`config.mk`:
```
export PLATFORM = sky130hd
export DESIGN_NAME = bb3s_ctrl
export DESIGN_NICKNAME = d
export VERILOG_FILES = /design/src/hdl/bb3s_pkg.sv /design/src/hdl/bb3s_ctrl.sv
export SDC_FILE = /design/constraint.sdc
export NUM_CORES = 1
export LEC_CHECK = 0
export ABC_AREA = 1
export BUFFER_PORTS_ARGS = -buffer_cell sky130_fd_sc_hd__buf_2
export CORE_AREA = 2 2 39 41
export CTS_BUF_LIST = sky130_fd_sc_hd__clkbuf_16
export DETAILED_ROUTE_END_ITERATION = 8
export DIE_AREA = 0 0 41 43
export GPL_TIMING_DRIVEN = 1
export PLACE_DENSITY_LB_ADDON = 0.08
export SYNTH_ARGS = -nofsm -noshare
export SYNTH_HDL_FRONTEND = slang
export SYNTH_SLANG_ARGS = --single-unit
```
`constraint.sdc`:
```
create_clock -name clk -period 1.1 [get_ports clk]
set_clock_uncertainty 0.15 [all_clocks]
set_input_delay 0.11 -clock clk [delete_from_list [all_inputs] [get_ports clk]]
set_output_delay 0.11 -clock clk [all_outputs]
set_load 0.1 [all_outputs]
```
`src/hdl/bb3s_pkg.sv`:
```
// ----------------------------------------------------------------------------
// bb3s_pkg
// shared types, constants and the divisor reciprocal table for the strip blur
// ----------------------------------------------------------------------------
package bb3s_pkg;

	localparam int MAX_WIDTH  = 1024;
	localparam int MAX_HEIGHT = 4096;
	localparam int COL_W      = $clog2(MAX_WIDTH);
	localparam int WID_W      = 11;
	localparam int HGT_W      = 13;
	localparam int PIX_W      = 24;
	localparam int SUM_W      = 12;
	localparam int CNT_W      = 4;
	localparam int RCP_W      = 17;
	localparam int CFG_IDX_W  = 3;
	localparam int CFG_DAT_W  = 13;

	localparam logic [CFG_IDX_W-1:0] CFG_WIDTH  = 3'd0;
	localparam logic [CFG_IDX_W-1:0] CFG_HEIGHT = 3'd1;
	localparam logic [CFG_IDX_W-1:0] CFG_UPPER  = 3'd2;
	localparam logic [CFG_IDX_W-1:0] CFG_LOWER  = 3'd3;

	typedef enum logic [1:0] {
		ST_IDLE,
		ST_UPD,
		ST_SUM,
		ST_OUT
	} state_t;

	typedef struct packed {
		logic accept;
		logic update;
		logic sum;
		logic load;
	} ctrl_cmd_t;

	typedef struct packed {
		logic res;
		logic out_free;
	} dp_stat_t;

	// ceil(2^16 / n): exact floor division for sums below 4096
	function automatic logic [RCP_W-1:0] recip(input logic [CNT_W-1:0] n);
		logic [RCP_W-1:0] r;
		unique case (n)
			4'd2:    r = 17'd32768;
			4'd3:    r = 17'd21846;
			4'd4:    r = 17'd16384;
			4'd5:    r = 17'd13108;
			4'd6:    r = 17'd10923;
			4'd7:    r = 17'd9363;
			4'd8:    r = 17'd8192;
			4'd9:    r = 17'd7282;
			default: r = 17'd65536;
		endcase
		return r;
	endfunction

endpackage

```
`src/hdl/bb3s_ctrl.sv`:
```
// ----------------------------------------------------------------------------
// bb3s_ctrl
// item sequencer: accept, line store update, window sum, result load
// ----------------------------------------------------------------------------
module bb3s_ctrl import bb3s_pkg::*; (
	input  logic      clk,
	input  logic      arst_n,
	input  logic      in_valid,
	output logic      in_ready,
	input  dp_stat_t  stat,
	output ctrl_cmd_t cmd
);

	state_t state_q, state_d;

	always_ff @(posedge clk or negedge arst_n) begin
		if (!arst_n) begin
			state_q <= ST_IDLE;
		end else begin
			state_q <= state_d;
		end
	end

	always_comb begin
		state_d = state_q;
		unique case (state_q)
			ST_IDLE: if (in_valid) state_d = ST_UPD;
			ST_UPD:  state_d = ST_SUM;
			ST_SUM:  state_d = stat.res ? ST_OUT : ST_IDLE;
			ST_OUT:  if (stat.out_free) state_d = ST_IDLE;
			default: state_d = ST_IDLE;
		endcase
	end

	always_comb begin
		in_ready   = (state_q == ST_IDLE);
		cmd.accept = (state_q == ST_IDLE) && in_valid;
		cmd.update = (state_q == ST_UPD);
		cmd.sum    = (state_q == ST_SUM);
		cmd.load   = (state_q == ST_OUT) && stat.out_free;
	end

`ifndef SYNTH
	a_upd_after_accept: assert property (@(posedge clk) disable iff (!arst_n)
		cmd.accept |=> cmd.update) else $error("update does not follow accept");
	a_sum_after_upd: assert property (@(posedge clk) disable iff (!arst_n)
		cmd.update |=> cmd.sum) else $error("sum does not follow update");
	a_no_accept_busy: assert property (@(posedge clk) disable iff (!arst_n)
		(cmd.update || cmd.sum) |-> !in_ready) else $error("ready while busy");
`endif

endmodule

```
==> impl_results.md <==
- Status: complete, but fails checks
- Failing checks: negative setup slack
- Area Overhead vs Synth: 262%
- Mapped cell area: around 110 um2
- Max Freq: about 730 MHz
- Layout cell share with drive strength beyond 1: 0.794
- Crit Path Class: flop to output pin
- Synth warn: 0
- Max-Cap Viols: 0
- Flops & latches, synth: 2
- Biggest regs: state_q x2
- GRT Overall Usage: 0.0542
- CP Data Arrival Time: approximately 1.1 ns
- Avg Cell Area, Syn: approximately 7.1 um2
- Fin crit share: 1.25
- Die area: 1760 um2
- Setup repair after global routing missed its margin: true
- TritonCTS clock tree: built
- Largest register by flop count: state_q
- GRT Residual Overflow: 0
- FF/Latch Area: just over 50 um2
- Max FFs per register: 2
- Multi-input gate area in the final layout: between 70 and 80 um2
- H-tree levels: 1
- Min Hold Slack: about 0.05 ns
- Clock transition at path regs: 0.03 ns
- DRC viols: 0
- Worst skew pair latency: between 0.2 and 0.25 ns
- CTS root buf: clkbuf_16
- IO Count: 10
- Fin worst setup slack: -0.272 ns
- Initial antenna violation count: 0
- Area of the core: approximately 1400 um2
- Die Wd: between 40 and 50 um
- Sequential cell area fraction in the yosys report: 0.440
- Deepest clock path buffer count: 2
- Final Hold Fails: 0
- Initial Utilization: 0.0823
- Synth top area cells: dfrtp_1, nand3_1, inv_1
- Share of the synthesized area in the top cell type: 0.440
- Via density per instance: 3.20
- Synth cell types: 6
- # fillers: between 100 and 150
- Fin util: 0.297
- First-pass GRT wire length: roughly 640 um
- Ant diodes: 0
- Drt pass-1 iters: 1
- Port Buf Inserts: 9
- Largest net degree at the start of global routing: 6
- Sink Count: 2
- ANT nets after route: 0
- Via count: 160
- CP startpoint kind: flop
- # rows: 14
- Setup violators final: 5
- CP Data Required Time: between 0.8 and 0.9 ns
- Layout Nets: 40
- Setup TNS: -1.20 ns
- Drt wl/cell: between 7 and 8 um
- Yosys top cell by area: dfrtp_1
- Gate count of the mapped netlist: 16
- Relative slew slack: 0.884
- Worst Setup End Kind: output pin
- Gp weighted congestion: just under 0.6
- Minimum clock period: 1.37 ns
- DRT Wirelength: between 300 and 400 um
- Mapped Nets: 21
- TritonCTS buffer count: 3
- HPWL Detailed: between 200 and 300 um
- Vias in the first global route: about 150
- Hold Path Class: input port to asynchronous set/reset pin
- Slew Viols, Final: 0
- Critical path peak fanout: 5
- Chip Height: 43 um
- Cells after DPL: 45
- Drt initial violations: 0
- Fin cells: 50
- Least-Margin Pin Slew: 0.174 ns
==> worst max-delay path: stages (launching register included) <==
cell and delay [ns]:
dfrtp_2 0.43, inv_2 0.07, nor3_4 0.20, buf_12 0.20
==> routing by layer <==
| layer | vias up | track usage | routed length (um) |
|---|---|---|---|
| li1 | 84 | - | - |
| met1 | 71 | 0.0801 | 167 |
| met2 | 5 | 0.0625 | 188 |
| met3 | 0 | 0.0157 | 29 |
| met4 | 0 | 0.0400 | 0 |
| met5 | - | 0 | 0 |
==> final timing paths <==
kind | cells past startpoint | slack [ns] | to | start
setup reg to reg | 4 | 0.05 | state_q[1] | state_q[1]
max in group asynchronous | 2 | 0.64 | state_q[0] | arst_n
hold reg to reg | 2 | 0.53 | state_q[0] | state_q[0]
min in group clk | 3 | 0.05 | state_q[0] | stat[1]
hold / removal | 2 | 0.05 | state_q[0] | arst_n
setup / recovery | 3 | -0.27 | cmd[0] | state_q[0]
==> cell usage after synthesis <==
cell type,n
dfrtp_1,2
inv_1,5
nand2_1,2
nand3_1,4
nor3_2,1
nor2_1,2
==> placed cells by master, fill, tap and decap left out, drive strengths merged <==
cell	n
nor2	2
buf	13
nand2	2
inv	4
nand3	4
nor3	1
clkbuf	3
dlygate4sd3	1
clkinvlp	2
dfrtp	2
==> area by class of cell <==
cell class                 instances  share of cell area
multi-input combinational          9               0.173
sequential                         2               0.125
inverter                           5              0.0638
clock buffer                       3               0.182
timing repair buffer              14               0.398
tap                               16              0.0486
clock inverter                     1             0.00912
==> timing repair <==
action                                  CTS  global route
hold endpoints to repair                  2             0
cloned                                    0             0
gates resized for setup                   4             0
pin swaps                                 2             0
hold buffers                              1             0
setup buffers                             1             0
endpoints found under the setup margin    6             6
==> metrics by stage <==
stage	instance area [um2]	setup slack [ns]
floorplan	141	-0.628
global route	412	-0.322
global placement	312	-0.0560
detailed placement	312	-0.0565
CTS	423	-0.280
finish	412	-0.272
==> logic make-up (layout without fill, tap and decap cells) <==
family,after synthesis,after routing,synth area share
buffers and inverters,5,23,0.165
flip-flops,2,2,0.440
AND/OR/NAND/NOR,9,9,0.396
Power is left out: the tool's default activity adds up to more than one toggle a clock period on the data nets, which glitch-free logic cannot reach.
